--- src/btpc_pkg.sv ---
// ----------------------------------------------------------------------------
// btpc_pkg
// Shared types and constants of the pressure and temperature compensation core.
// ----------------------------------------------------------------------------
package btpc_pkg;

  localparam int SAMPLE_W   = 24;
  localparam int TEMP_W     = 24;
  localparam int PRESS_W    = 26;
  localparam int CFG_IDX_W  = 3;
  localparam int CFG_DATA_W = 48;

  localparam int TEMP_STAGES  = 4;
  localparam int PRESS_STAGES = 7;
  localparam int NSTAGE       = TEMP_STAGES + PRESS_STAGES;

  localparam logic [CFG_IDX_W-1:0] CFG_TEMP    = 3'd0;
  localparam logic [CFG_IDX_W-1:0] CFG_PRESS_A = 3'd1;
  localparam logic [CFG_IDX_W-1:0] CFG_PRESS_B = 3'd2;
  localparam logic [CFG_IDX_W-1:0] CFG_PRESS_C = 3'd3;

  localparam logic signed [TEMP_W-1:0] TEMP_MAX = 24'sh7fffff;
  localparam logic signed [TEMP_W-1:0] TEMP_MIN = 24'sh800000;
  localparam logic [PRESS_W-1:0]       PRESS_MAX = 26'h3ffffff;

  typedef struct packed {
    logic [15:0]        t1;
    logic [15:0]        t2;
    logic signed [7:0]  t3;
    logic signed [15:0] p1;
    logic signed [15:0] p2;
    logic signed [7:0]  p3;
    logic signed [7:0]  p4;
    logic [15:0]        p5;
    logic [15:0]        p6;
    logic signed [7:0]  p7;
    logic signed [7:0]  p8;
    logic signed [15:0] p9;
    logic signed [7:0]  p10;
    logic signed [7:0]  p11;
  } calib_t;

endpackage

--- src/btpc_temp.sv ---
// ----------------------------------------------------------------------------
// btpc_temp
// Temperature stages: linearized temperature, output rounding and clamping.
// ----------------------------------------------------------------------------
module btpc_temp
  import btpc_pkg::*;
#(
  parameter int SAMPLE_BITS    = 24,
  parameter int TEMP_FRAC_BITS = 16
) (
  input  logic                   clk,
  input  logic [TEMP_STAGES-1:0] en,
  input  calib_t                 calib,
  input  logic [SAMPLE_W-1:0]    raw_pressure,
  input  logic [SAMPLE_W-1:0]    raw_temperature,
  output logic signed [TEMP_W-1:0] temp,
  output logic signed [TEMP_W-1:0] tq,
  output logic                   hit,
  output logic [SAMPLE_W-1:0]    rp
);

  localparam int TS = 48 - TEMP_FRAC_BITS;
  localparam logic [SAMPLE_W-1:0] SMASK = SAMPLE_W'((64'd1 << SAMPLE_BITS) - 64'd1);
  localparam logic signed [61:0] TRND  = 62'sd1 <<< (TS - 1);
  localparam logic signed [61:0] QRND  = 62'sd1 <<< 31;
  localparam logic signed [61:0] LO62  = 62'(TEMP_MIN);
  localparam logic signed [61:0] HI62  = 62'(TEMP_MAX);

  logic signed [24:0] d1;
  logic [SAMPLE_W-1:0] rp1, rp2, rp3;
  logic signed [41:0] dt2;
  logic signed [49:0] dd2;
  logic signed [61:0] a3;
  logic signed [57:0] ddt3;
  logic signed [61:0] a_next, tr, tqr;
  logic signed [TEMP_W-1:0] temp_next, tq_next;
  logic hit_next;

  always_comb begin
    ddt3   = 58'(dd2) * 58'(calib.t3);
    a_next = (62'(dt2) <<< 18) + 62'(ddt3);
    tr     = (a3 + TRND) >>> TS;
    tqr    = (a3 + QRND) >>> 32;
    hit_next = 1'b0;
    if (tr < LO62) begin
      temp_next = TEMP_MIN;
      hit_next  = 1'b1;
    end else if (tr > HI62) begin
      temp_next = TEMP_MAX;
      hit_next  = 1'b1;
    end else begin
      temp_next = tr[TEMP_W-1:0];
    end
    if (tqr < LO62) begin
      tq_next  = TEMP_MIN;
      hit_next = 1'b1;
    end else if (tqr > HI62) begin
      tq_next  = TEMP_MAX;
      hit_next = 1'b1;
    end else begin
      tq_next = tqr[TEMP_W-1:0];
    end
  end

  always_ff @(posedge clk) begin
    if (en[0]) begin
      rp1 <= raw_pressure & SMASK;
      d1  <= $signed({1'b0, raw_temperature & SMASK}) - $signed({1'b0, calib.t1, 8'h00});
    end
    if (en[1]) begin
      rp2 <= rp1;
      dt2 <= 42'(d1) * 42'($signed({1'b0, calib.t2}));
      dd2 <= 50'(d1) * 50'(d1);
    end
    if (en[2]) begin
      rp3 <= rp2;
      a3  <= a_next;
    end
    if (en[3]) begin
      rp   <= rp3;
      temp <= temp_next;
      tq   <= tq_next;
      hit  <= hit_next;
    end
  end

endmodule

--- config.mk ---
export PLATFORM = sky130hd
export DESIGN_NAME = btpc_temp
export DESIGN_NICKNAME = d
export VERILOG_FILES = /design/src/btpc_pkg.sv /design/src/btpc_temp.sv
export SDC_FILE = /design/constraint.sdc
export NUM_CORES = 2
export LEC_CHECK = 0
export BUFFER_PORTS_ARGS = -buffer_cell sky130_fd_sc_hd__buf_2
export CAP_MARGIN = 40
export CORE_MARGIN = 3
export CORE_UTILIZATION = 50
export CTS_BUF_LIST = sky130_fd_sc_hd__clkbuf_4
export CTS_CLUSTER_SIZE = 40
export DETAILED_ROUTE_END_ITERATION = 10
export PLACE_DENSITY_LB_ADDON = 0.15
export SYNTH_ARGS = -nofsm -noshare
export SYNTH_HDL_FRONTEND = slang
export SYNTH_SLANG_ARGS = --single-unit
--- constraint.sdc ---
create_clock -name clk -period 27 [get_ports clk]
set_input_delay 8.1 -clock clk [delete_from_list [all_inputs] [get_ports clk]]
set_output_delay 8.1 -clock clk [all_outputs]
set_load 0.005 [all_outputs]
==> results.ini <==
[clocking]
post_cts_resized = 0
cts_setup_buffers = 0
postCtsHoldBufs = 0
cts.clk_slew.worst_paths_ns = 0.06
cts_tree = built
cts.sinks = 267
cts_made_buffers = 74
worst_skew_pair.late_latency_ns = 0.92
clockBufferDepth = 3
cts_root_buf = clkbuf_4
cts_max_level = 3

[synth]
synthesis.instances = 5886
synthesis.nets = 7816
synth_largest_area_cell = fa_1
ys_ff_latch = 267
synth_enable_flop_cells = 267
syn_area_mm2 = 0.0581
post_synth_num_cell_types = 79
synthTopCellsByArea = fa_1 47%, edfxtp_1 14%, inv_1 10%, ha_1 7.7%, and2_1 4.9%
async_reset_ff_share_pct = 0
synth_seq_area_share_pct = 13.8
yosysWarnings = 0
yosysTopAreaCellShare_pct = 46.6
ys.flop_type = edfxtp_1
avgSynthCellArea_um2 = 9.87

[global_routing]
grt_max_degree = 67
antenna_found_initial = 14
gr-total-overflow = 0
grt_pass1_vias = 41400
grt_pass1_wl_um = 219000
grt.total_usage_pct = 22.8

[floorplan]
row_count = 124
die_y_um = 347
dieArea_mm2 = 0.120
start_util_pct = 50.6
ioPinCount = 294
die_x_um = 347
core_mm2 = 0.115

[route]
drtIter0Drc = 2023
vias_per_cell = 5.05
drcViolationCount = 0
dr.pass1.iters = 5
vias = 38000
wire_per_inst_um = 17.5
drtAntennaViolNets = 0
finalWirelength_um = 131000

[final_layout]
num-fill-cells = 10500
nNetsFinal = 7879
synthToLayoutAreaGrowth_pct = 5.44
layout-drive-gt1-share_pct = 5.72

[sta]
period_needed_ns = 14.35
tightestPinTransition_ns = 0.810
slew_headroom_pct = 46.0
finalMaxSlewViolations = 0
max_freq_ghz = 0.0697
rsz0062_at_grt = no
setup_tns_ns = 0
setup_violations = 0
hold_viol = 0
fin_crit_sh_pct = 53.1
finalClockSkew_ns = 0.152

[worst_hold_path]
hold_path_class = register to register

[setup_path]
cp-end-kind = register
crit_path_start_kind = primary input
worstSetupPathType = primary input to register
cp.arrival_ns = 14.91
cp_max_fo = 25
cp.required_ns = 27.56

[place]
dp_hpwl_um = 106000
gp_congestion = 0.845
port_buffers = 165

[run]
drv_cap = 0

[outcome]
run_status = finished, final reports clean

==> layer usage <==
metal / part of all wire, % / GRT usage (%)
met1: 47 / 33.1
met2: 46 / 37.4
met3: 5.3 / 2.91
met4: 1.7 / 4.51
met5: 0 / 0
==> worst max-delay path, stage by stage <==
cell	delay [ns]
buf_2	0.46
nand2_1	0.16
fa_1	0.60
inv_1	0.07
fa_1	0.53
inv_1	0.05
fa_1	0.51
inv_1	0.06
fa_1	0.53
inv_1	0.05
fa_1	0.47
inv_1	0.05
fa_1	0.43
ha_1	0.34
nor2b_1	0.15
o21ai_0	0.22
a311oi_1	0.21
o31ai_1	0.44
o22ai_1	0.16
buf_4	0.19
a211oi_1	0.59
o311ai_0	0.30
buf_2	0.22
==> layout make-up <==
class | instances | area (µm²) | area share (%)
multi-input cells | 3800 | 43200 | 70.5
flip-flops and latches | 267 | 8020 | 13.1
inverters | 1593 | 5980 | 9.76
well taps | 1512 | 1890 | 3.09
repair buffers | 213 | 1320 | 2.15
clock buffers | 94 | 706 | 1.15
clock inverters | 26 | 164 | 0.268
diodes | 6 | 15.0 | 0.0245
==> Yosys cell counts, types with 4 or more instances <==
cell type / count
inv_1: 1593
fa_1: 1353
nand2_1: 692
and2_1: 451
ha_1: 356
edfxtp_1: 267
clkbuf_1: 198
a21oi_1: 153
xnor2_1: 109
nor2_1: 95
o21ai_0: 68
nand2b_1: 67
xor2_1: 59
a21o_1: 47
nand3_1: 36
nor2b_1: 30
nor3_1: 29
buf_4: 24
nand4_1: 22
and3_1: 19
o21a_1: 19
o21bai_1: 19
o21ai_1: 15
a211oi_1: 14
a31oi_1: 13
o31ai_1: 9
and4_1: 8
or3_1: 8
a21boi_0: 7
nand3b_1: 6
a211o_1: 5
nand4b_1: 5
nor4_1: 5
o2111ai_1: 5
o211ai_1: 5
a221oi_1: 4
==> cell families after synthesis <==
logic type,after synthesis,synth area share (%)
adders and majority gates,1709,54.3
buffers and inverters,1819,11.9
xor gates and xnor gates,168,2.53
other,2,0.0129
muxes,2,0.0366
and+or+nand+nor,1486,12.6
AOI/OAI and AO/OA,433,4.83
DFF,267,13.8
==> stage by stage <==
step	setup slack, ns	area (µm²)	utilization, %	hold slack [ns]	instances
CTS	12.76	61300	53.3	0.384	7505
floorplan	12.88	58100	-	0.400	5886
detailed placement	11.82	60400	52.6	0.405	7385
global placement	11.71	60100	52.4	0.400	7370
finish	12.65	61300	53.4	0.394	7511
global route	12.26	61300	53.4	0.399	7510
==> path summary, 6_finish.rpt <==
kind	from	end	slack, ns	depth (start not counted)
setup reg to reg	d1[4]	dd2[49]	18.47	24
hold reg to reg	rp2[1]	rp3[1]	0.39	0
hold / removal	rp2[1]	rp3[1]	0.39	0
setup / recovery	calib[138]	dt2[36]	12.65	23
==> flip-flops by register name (all words and copies together) (netlist names), 25 cells and up <==
| name | cells |
|---|---|
| dd2 | 49 |
| dt2 | 42 |
| d1 | 25 |
| a3 | 30 |
==> cells in the final DEF, fill, tap and decap left out, drive strengths merged, types with 8 or more instances in the layout <==
master,count
and2,451
or3,8
xor2,59
and4,8
nor3,30
o21bai,19
nand4,22
nand3,36
a21o,47
a21oi,154
o21ai,83
ha,356
buf,213
xnor2,109
o31ai,10
nand2,692
o21a,19
a31oi,13
a21boi,8
and3,19
edfxtp,267
a211oi,14
clkbuf,94
fa,1353
nor2b,30
clkinv,20
nand2b,67
nor2,95
inv,1597
Power is left out: the tool's default activity adds up to more than one toggle a clock period on the data nets, which glitch-free logic cannot reach.
