<file path="config.mk">
export PLATFORM = sky130hd
export DESIGN_NAME = btpc_ctrl
export DESIGN_NICKNAME = d
export VERILOG_FILES = /design/src/btpc_pkg.sv /design/src/btpc_ctrl.sv
export SDC_FILE = /design/constraint.sdc
export NUM_CORES = 1
export LEC_CHECK = 0
export BUFFER_PORTS_ARGS = -buffer_cell sky130_fd_sc_hd__buf_2
export CAP_MARGIN = 30
export CORE_AREA = 2 2 39 41
export DETAILED_ROUTE_END_ITERATION = 6
export DIE_AREA = 0 0 41 43
export PLACE_DENSITY_LB_ADDON = 0.1
export SLEW_MARGIN = 20
export SYNTH_ARGS = -nofsm -noshare
export SYNTH_HDL_FRONTEND = slang
export SYNTH_SLANG_ARGS = --single-unit
export TNS_END_PERCENT = 5
</file>
<file path="constraint.sdc">
create_clock -name clk -period 1.4 [get_ports clk]
set_clock_uncertainty 0.2 [all_clocks]
set_input_delay 0.07 -clock clk [delete_from_list [all_inputs] [get_ports clk]]
set_output_delay 0.07 -clock clk [all_outputs]
set_load 0.01 [all_outputs]
</file>
<file path="src/btpc_pkg.sv">
// ----------------------------------------------------------------------------
// btpc_pkg
// Shared types and constants of the pressure and temperature compensation core.
// ----------------------------------------------------------------------------
package btpc_pkg;

  localparam int SAMPLE_W   = 24;
  localparam int TEMP_W     = 24;
  localparam int PRESS_W    = 26;
  localparam int CFG_IDX_W  = 3;
  localparam int CFG_DATA_W = 48;

  localparam int TEMP_STAGES  = 4;
  localparam int PRESS_STAGES = 7;
  localparam int NSTAGE       = TEMP_STAGES + PRESS_STAGES;

  localparam logic [CFG_IDX_W-1:0] CFG_TEMP    = 3'd0;
  localparam logic [CFG_IDX_W-1:0] CFG_PRESS_A = 3'd1;
  localparam logic [CFG_IDX_W-1:0] CFG_PRESS_B = 3'd2;
  localparam logic [CFG_IDX_W-1:0] CFG_PRESS_C = 3'd3;

  localparam logic signed [TEMP_W-1:0] TEMP_MAX = 24'sh7fffff;
  localparam logic signed [TEMP_W-1:0] TEMP_MIN = 24'sh800000;
  localparam logic [PRESS_W-1:0]       PRESS_MAX = 26'h3ffffff;

  typedef struct packed {
    logic [15:0]        t1;
    logic [15:0]        t2;
    logic signed [7:0]  t3;
    logic signed [15:0] p1;
    logic signed [15:0] p2;
    logic signed [7:0]  p3;
    logic signed [7:0]  p4;
    logic [15:0]        p5;
    logic [15:0]        p6;
    logic signed [7:0]  p7;
    logic signed [7:0]  p8;
    logic signed [15:0] p9;
    logic signed [7:0]  p10;
    logic signed [7:0]  p11;
  } calib_t;

endpackage

</file>
<file path="src/btpc_ctrl.sv">
// ----------------------------------------------------------------------------
// btpc_ctrl
// Valid bits and per-stage load enables of the pipeline, with bubble removal.
// ----------------------------------------------------------------------------
module btpc_ctrl
  import btpc_pkg::*;
(
  input  logic              clk,
  input  logic              rst,
  input  logic              in_valid,
  input  logic              out_stall,
  output logic              in_stall,
  output logic              out_valid,
  output logic [NSTAGE-1:0] en
);

  logic [NSTAGE-1:0] valid;

  always_comb begin
    en[NSTAGE-1] = !valid[NSTAGE-1] || !out_stall;
    for (int i = NSTAGE - 2; i >= 0; i--) begin
      en[i] = !valid[i] || en[i+1];
    end
  end

  always_ff @(posedge clk) begin
    if (rst) begin
      valid <= '0;
    end else begin
      if (en[0]) begin
        valid[0] <= in_valid;
      end
      for (int i = 1; i < NSTAGE; i++) begin
        if (en[i]) begin
          valid[i] <= valid[i-1];
        end
      end
    end
  end

  assign in_stall  = !en[0];
  assign out_valid = valid[NSTAGE-1];

endmodule

</file>
==> results.tsv, run 1 <==
metric	value	unit
n_fill_cell	123	
drv_slew	0	
cp-end-kind	output port	
synth-simple-area-share	28.9	%
fin_nets	87	
relSlewSlack	84.9	%
yosysWarnings	0	
drive_gt1_share	57.3	%
final_util	53.5	%
cap_violations	0	
antenna_found_initial	0	
criticalPathCategory	flop to output port	
synth_compound_area_share	13.7	%
hpwl	626	um
synth_cell_type_count	18	
drc_errors	0	
top_register	valid	
fin_hold_ws	0.151	ns
overflow	0	
antenna_left	0	
clock_path_buffers	2	
tightest_slew	0.226	ns
ios	17	
grt_pass1_vias	381	
power	553	uW
wl_per_cell	9.96	um
dp.cells	86	
grtUsageTotal	14.7	%
setup_viol	10	
clock_sinks	11	
netlist_instances	53	
power_density	747	mW/mm^2
final.setup.worst_slack	-0.0972	ns
drt_iter0_drc	11	
synthAdderAreaFrac	0	%
finalCriticalPeriod	1.50	ns
cts_root_buf	clkbuf_4	
wl	976	um
areaGrowthSynthToFinish	55.8	%
via_per_inst	4.42	
status	finished with violations	
clk_latency	0.26	ns
fmax	668	MHz
fin_cells	98	
die-area	0.00176	mm^2
synth_area	475	um^2
core_region_area	0.00138	mm^2
numCtsBuffers	3	
cts_tree	yes	
die_y	43	um
grt_setup_unrepaired	true	
synth_fp_nets	57	
synth_top_family_by_area	simple AND/OR/NAND/NOR gates	
violations	setup timing	
port_buffers	16	
vias	433	
worstSetupStartpointType	flop	
start_util	34.4	%
place_congestion	0.721	
n_antenna_cell	0	
cp.required	1.13	ns
drtPass1Iterations	4	
avgSynthCellArea	8.97	um^2
grt_max_degree	12	
leakagePower	0.000319	uW
worstPathMaxFanout	6	
path_clk_slew	0.06	ns
crit_arrival	1.23	ns
post-route-period-util	107	%
hp-class	primary input to flop	
top_regs	valid (11)	
die_w	41	um
mostFrequentLayoutCells	buf_2, nor2_1, buf_4	
h-tree-depth	1	
ys_ff_latch	11	
grt_pass1_wl	1680	um
peakVddDrop	0.665	mV
muxShareOfSynthArea	0	%
synth_xor_xnor_area_share	0	%
largest_register_ffs	11	
hold_viol	0	
row_count	14	
layout_commonest_cell	buf_2	
synth-seq-area-share	46.3	%
final cells by class:
cell class,count,area [um^2],share of cell area (%)
repair buffers,28,219,29.6
multi-input cells,32,221,29.9
flip-flops and latches,11,228,30.7
inverters,7,26.3,3.55
clock buffers,4,26.3,3.55
well taps,16,20.0,2.70
per-layer routing:
metal / GRT usage, % / routed length [um]
met1: 19.4 / 460
met2: 18.4 / 444
met3: 4.71 / 62
met4: 12.0 / 9
met5: 0 / 0
kinds of logic after synthesis:
logic type             count (synthesis)
and+or+nand+nor                       22
buffers and inverters                 10
DFF                                   11
AOI/OAI and AO/OA                     10
per-stage QoR:
step                      setup TNS (ns)  instance area [um^2]  worst slack (ns)
after CTS                         -0.802                   716            -0.111
after global placement                 0                   579            0.0856
after floorplan                        0                   475            0.0782
final                             -0.656                   741           -0.0972
after detailed placement               0                   579            0.0499
after global routing               -1.26                   741            -0.152
Yosys cell counts, drive strengths merged:
cell    instances  area, um^2
dfxtp          11         220
nor2            8        30.0
a21oi           7        46.3
inv             7        26.3
nand2           5        18.8
a31oi           3        18.8
and3            2        12.5
and4            2        20.0
buf             2        22.5
nand3           2        15.0
nand4           2        33.8
and2            1        7.51
clkbuf          1        3.75
critical path, stage by stage (launching register included):
cell and delay (ns):
dfxtp_2 0.33, and4_4 0.29, and2_4 0.17, nand2_1 0.04
buf_2 0.13
report_power, final:
| part | switching [uW] | leakage [uW] | internal (uW) |
|---|---|---|---|
| Sequential | 3.55 | 0.0000922 | 317 |
| Combinational | 11.8 | 0.000212 | 12.2 |
| Clock | 98.0 | 0.0000150 | 110 |
| Total | 113 | 0.000319 | 440 |
what timing repair did:
item / 4_1_cts / 5_1_grt
pin swaps: 5 / 2
gates resized for setup: 15 / 4
hold buffers: 2 / 1
setup endpoints to repair: 10 / 10
endpoints found under the hold margin: 11 / 2
buffers inserted: 5 / 0
worst paths after layout:
| path | start | endpoint | slack [ns] | cells after the start |
|---|---|---|---|---|
| max | valid[10] | en[1] | -0.1 | 4 |
| min | out_stall | valid[3] | 0.15 | 4 |
| max reg2reg | valid[10] | valid[4] | 0.09 | 5 |
| min reg2reg | valid[8] | valid[9] | 0.24 | 2 |
Power figures use the tool's default switching activity.
==> inputs of run 2 (changes only) <==
Settings changed: PLACE_DENSITY_LB_ADDON 0.1 to 0.08.
==> results.tsv, run 2 (synthesis results as in run 1) <==
metric	value	unit	change
status	finished with violations		unchanged
violations	setup timing		unchanged
hpwl	679	um	was 626 um
largest_register_ffs	11		unchanged
worstPathMaxFanout	7		was 6
clock_sinks	11		unchanged
drv_slew	0		unchanged
row_count	14		unchanged
die_w	41	um	unchanged
worst-path-buf-inv	2		was 1
setup-tns-final	-0.802	ns	was -0.656 ns
clock_path_buffers	2		unchanged
tightest_slew	0.251	ns	was 0.226 ns
min_from	out_stall		unchanged
crit_top_cell	buf_6		
layout_commonest_cell	buf_2		unchanged
cp.required	1.13	ns	about the same
drc_errors	0		unchanged
areaGrowthSynthToFinish	46.6	%	was 55.8%
worstSetupStartpointType	flop		unchanged
vias	434		was 433
clk_latency	0.27	ns	was 0.26 ns
antenna_found_initial	0		unchanged
power_density	805	mW/mm^2	was 747 mW/mm^2
cts_tree	yes		unchanged
peakVddDrop	0.714	mV	was 0.665 mV
grt_setup_unrepaired	true		unchanged
crit_chain	and4_4, buf_6, nand3_2, buf_6		was and4_4, and2_4, nand2_1, buf_2
antenna_left	0		unchanged
max_stage_delay	0.34	ns	was 0.33 ns
fin_nets	86		was 87
wl_per_cell	10.4	um	was 9.96 um
wl	1010	um	was 976 um
relSlewSlack	83.2	%	was 84.9%
cap_violations	0		unchanged
place_congestion	0.723		was 0.721
setup_viol	10		unchanged
r2r-start	valid[10]		unchanged
ios	17		unchanged
hold_viol	0		unchanged
stdcell_area	697	um^2	was 741 um^2
path_clk_slew	0.07	ns	was 0.06 ns
die_y	43	um	unchanged
via_per_inst	4.47		was 4.42
finalCriticalPeriod	1.52	ns	was 1.50 ns
grt_pass1_vias	402		was 381
cp_slowest_cell	dfxtp_2		unchanged
post-route-period-util	108	%	was 107%
critPathLaunch	valid[9]		was valid[10]
grtUsageTotal	13.4	%	was 14.7%
drt_iter0_drc	6		was 11
numCtsBuffers	3		unchanged
crit_arrival	1.25	ns	was 1.23 ns
cp-end-kind	output port		unchanged
leakagePower	0.000310	uW	was 0.000319 uW
cts_root_buf	clkbuf_4		unchanged
port_buffers	16		unchanged
final.setup.worst_slack	-0.116	ns	was -0.0972 ns
drive_gt1_share	51.9	%	was 57.3%
overflow	0		unchanged
criticalPathCategory	flop to output port		unchanged
start_util	34.4	%	unchanged
h-tree-depth	1		unchanged
grt_pass1_wl	1520	um	was 1680 um
top_regs	valid (11)		unchanged
crit_family	simple AND/OR/NAND/NOR gates		unchanged
top_register	valid		unchanged
core_region_area	0.00138	mm^2	unchanged
final_util	50.4	%	was 53.5%
die-area	0.00176	mm^2	unchanged
postPlaceCellArea	587	um^2	was 579 um^2
hp-class	primary input to flop		unchanged
n_antenna_cell	0		unchanged
drtPass1Iterations	4		unchanged
mostFrequentLayoutCells	buf_2, nor2_1, inv_1, buf_4, dfxtp_1		was buf_2, nor2_1, buf_4
fmax	660	MHz	was 668 MHz
grt_max_degree	12		unchanged
[run 2: cell type report]
class,count,area (um^2)
clock inverter,1,5.00
timing repair buffer,27,186
clock buffer,3,22.5
fill,136,687
multi-input combinational,32,211
inverter,7,26.3
sequential,11,225
tap,16,20.0
[run 2: final timing paths]
path / end / slack [ns] / depth (start not counted)
setup / recovery: en[6] / -0.12 / 4
setup reg to reg: valid[7] / 0.12 / 5
hold reg to reg: valid[9] / 0.25 / 2
hold / removal: valid[0] / 0.13 / 4
[run 2: metrics by stage]
step / std cells / hold slack [ns] / total power [uW] / setup slack (ns)
floorplan: 53 / -0.0609 / 337 / 0.0782
detailed placement: 87 / 0.114 / 345 / 0.0842
global route: 97 / 0.140 / 592 / -0.178
CTS: 95 / -0.135 / 573 / -0.136
global placement: 87 / 0.117 / 346 / 0.102
finish: 97 / 0.133 / 561 / -0.116
[run 2: what timing repair did]
item                                    CTS  global route
resized for setup                         9             2
hold endpoints to repair                 11             2
buffers inserted                          2             1
hold buffers                              2             1
endpoints found under the setup margin   10            10
pin swaps                                 4             2
[run 2: worst reg2reg max path, cell delays in order (launching register included)]
cell     delay [ns]
dfxtp_2        0.32
and4_4         0.21
buf_6          0.13
buf_4          0.12
a21oi_1        0.13
nor2_1         0.05
[run 2: routing by layer]
metal	GRT usage (%)	routed length, um
met4	6.00	11
met1	13.7	452
met2	20.0	455
met5	0	0
met3	9.42	88
[run 2: report_power, final]
group / leakage (uW) / switching, uW / total, uW / internal, uW
logic: 0.000201 / 12.1 / 24.2 / 12.1
registers: 0.0000912 / 3.67 / 321 / 317
clock network: 0.0000177 / 110 / 216 / 106
total: 0.000310 / 126 / 561 / 435
==> inputs of run 3 (changes only) <==
Settings changed: ABC_AREA set to 1.
==> results.tsv, run 3 <==
metric	value	unit	change
mostFrequentLayoutCells	buf_2, inv_1, dfxtp_1		was buf_2, nor2_1, inv_1, buf_4, dfxtp_1
clk_latency	0.26	ns	was 0.27 ns
critPathLaunch	valid[8]		was valid[9]
grt_max_degree	12		unchanged
cts_tree	yes		unchanged
rrSetupSlack	0.05	ns	was 0.12 ns
critical_path.endpoint	in_stall		was en[6]
synth_area_leader_cell	dfxtp_1		unchanged
antenna_found_initial	0		unchanged
place_congestion	0.581		was 0.723
crit_chain	nand4_4, nor2_4, nand4_4, nor2_8, nand4_4, inv_1, buf_2		was and4_4, buf_6, nand3_2, buf_6
synth_top_area_share	47.3	%	was 46.3%
n_antenna_cell	0		unchanged
via_per_inst	4.28		was 4.47
tightest_slew	0.230	ns	was 0.251 ns
synth-seq-area-share	47.3	%	was 46.3%
overflow	0		unchanged
avgSynthCellArea	9.70	um^2	was 8.97 um^2
fmax	592	MHz	was 660 MHz
final.setup.worst_slack	-0.289	ns	was -0.116 ns
worstPathMaxFanout	5		was 7
clock_sinks	11		unchanged
ios	17		unchanged
max_stage_delay	0.36	ns	was 0.34 ns
fin_nets	79		was 86
drt_iter0_drc	1		was 6
netlist_instances	48		was 53
power	563	uW	was 561 uW
clock_path_buffers	2		unchanged
crit_top_cell	nand4_4		was buf_6
cp_slowest_cell	dfxtp_2		unchanged
leakagePower	0.000313	uW	was 0.000310 uW
dp.cells	83		was 87
hpwl	601	um	was 679 um
drc_errors	0		unchanged
wl_per_cell	9.53	um	was 10.4 um
cts_root_buf	clkbuf_4		unchanged
port_buffers	16		unchanged
grt_pass1_vias	334		was 402
status	finished with violations		unchanged
layout_commonest_cell	buf_2		unchanged
fin_cells	90		was 97
synth_top_cells_by_area	dfxtp_1, nand4_4, inv_1		was dfxtp_1, nor2_1, inv_1
numCtsBuffers	3		unchanged
ys.flop_type	dfxtp_1		unchanged
n_fill_cell	142		was 136
grt_pass1_wl	1320	um	was 1520 um
worstSetupStartpointType	flop		unchanged
synth_cell_type_count	13		was 18
yosysWarnings	0		unchanged
drtPass1Iterations	3		was 4
synth_most_common_cell	inv_1		was dfxtp_1
cp.required	1.13	ns	about the same
setup-tns-final	-1.52	ns	was -0.802 ns
post-route-period-util	121	%	was 108%
largest_register_ffs	11		unchanged
drive_gt1_share	47.3	%	was 51.9%
row_count	14		unchanged
fin_hold_ws	0.0143	ns	was 0.133 ns
areaGrowthSynthToFinish	43.3	%	was 46.6%
die-area	0.00176	mm^2	unchanged
setup_viol	9		was 10
antenna_left	0		unchanged
h-tree-depth	1		unchanged
ys_ff_latch	11		unchanged
crit_arrival	1.42	ns	was 1.25 ns
power_density	844	mW/mm^2	was 805 mW/mm^2
top_register	valid		unchanged
synth_fp_nets	52		was 57
die_y	43	um	unchanged
regToRegEndpoint	valid[1]		was valid[7]
synth_edf_count	0		unchanged
criticalPathCategory	flop to output port		unchanged
worst_r2r_path_depth	6		was 5
r2r-start	valid[8]		was valid[10]
synthTopCellsByCount	inv_1, dfxtp_1, a21oi_1, nor2_1, nand4_4		was dfxtp_1, nor2_1, inv_1, nand2_1, a21oi_1
hp-class	primary input to flop		unchanged
peakVddDrop	0.485	mV	was 0.714 mV
grtUsageTotal	11.4	%	was 13.4%
synth_area	465	um^2	was 475 um^2
relSlewSlack	84.7	%	was 83.2%
grt_setup_unrepaired	true		unchanged
top_regs	valid (11)		unchanged
wl	858	um	was 1010 um
die_w	41	um	unchanged
synthArstFlopShare	0	%	unchanged
drv_slew	0		unchanged
violations	setup timing		unchanged
finalCriticalPeriod	1.69	ns	was 1.52 ns
cap_violations	0		unchanged
start_util	33.6	%	was 34.4%
hold_viol	0		unchanged
vias	385		was 434
path_clk_slew	0.08	ns	was 0.07 ns
core_region_area	0.00138	mm^2	unchanged
cp-end-kind	output port		unchanged
run 3: cell count changes in the layout (fill, tap and decap cells not counted), sizes merged:
cell	delta
and4	-2
and3	-2
nor2	-2
nand3	+1
a31oi	-3
buf	-4
inv	+5
nand2	-2
clkbuf	+1
clkinv	-1
a21oi	+2
and2	-1
nand4	+1
run 3: metrics by stage:
| step | utilization, % | worst slack, ns | area, um^2 |
|---|---|---|---|
| 2_1_floorplan | - | -0.0910 | 467 |
| 3_3_place_gp | 42.9 | -0.0230 | 593 |
| 3_5_place_dp | 42.9 | -0.0406 | 593 |
| 4_1_cts | 48.0 | -0.318 | 664 |
| 5_1_grt | 48.2 | -0.405 | 667 |
| 6_report | 48.2 | -0.289 | 667 |
run 3: power breakdown:
| group | total, uW | internal [uW] | switching (uW) |
|---|---|---|---|
| Combinational | 23.8 | 11.5 | 12.3 |
| Sequential | 320 | 315 | 5.21 |
| Clock | 219 | 110 | 109 |
| Total | 563 | 437 | 126 |
run 3: cell families after synthesis:
| kind of cell | Yosys count | share of synthesized area, % |
|---|---|---|
| buffers and inverters | 13 | 10.5 |
| AO/OA/AOI/OAI | 9 | 11.3 |
| AND/OR/NAND/NOR | 15 | 30.9 |
| flip-flops | 11 | 47.3 |
run 3: area by class of cell:
class	instances	area (um^2)	area share (%)
sequential	11	226	34.0
multi-input combinational	24	196	29.5
timing repair buffer	23	153	22.9
inverter	12	45.0	6.75
clock buffer	4	26.3	3.94
tap	16	20.0	3.00
run 3: per-layer routing:
metal	wire length, um	global-route usage (%)
met1	356	12.7
met2	428	17.5
met3	68	3.14
met4	5	8.00
met5	0	0
run 3: worst min path at each step:
stage / start / to / slack [ns] / cells after the start
2_1_floorplan: rst / valid[10] / -0.07 / 1
3_3_place_gp: in_valid / valid[0] / 0.12 / 3
3_5_place_dp: in_valid / valid[0] / 0.12 / 3
4_1_cts: out_stall / valid[8] / 0.007 / 4
5_1_grt: out_stall / valid[8] / 0.02 / 4
6_report: out_stall / valid[8] / 0.01 / 4
run 3: critical path: cells and delay by family (launching register included):
family | cells | cell delay [ns]
buffers and inverters | 2 | 0.19
AND/OR/NAND/NOR | 5 | 0.61
flip-flops | 1 | 0.36
run 3: what timing repair did:
item | 4_1_cts | 5_1_grt
hold endpoints to repair | 11 | 0
buffers inserted | 0 | 0
endpoints found under the setup margin | 10 | 12
resized for setup | 4 | 1
hold buffers | 3 | 0
cloned | 0 | 0
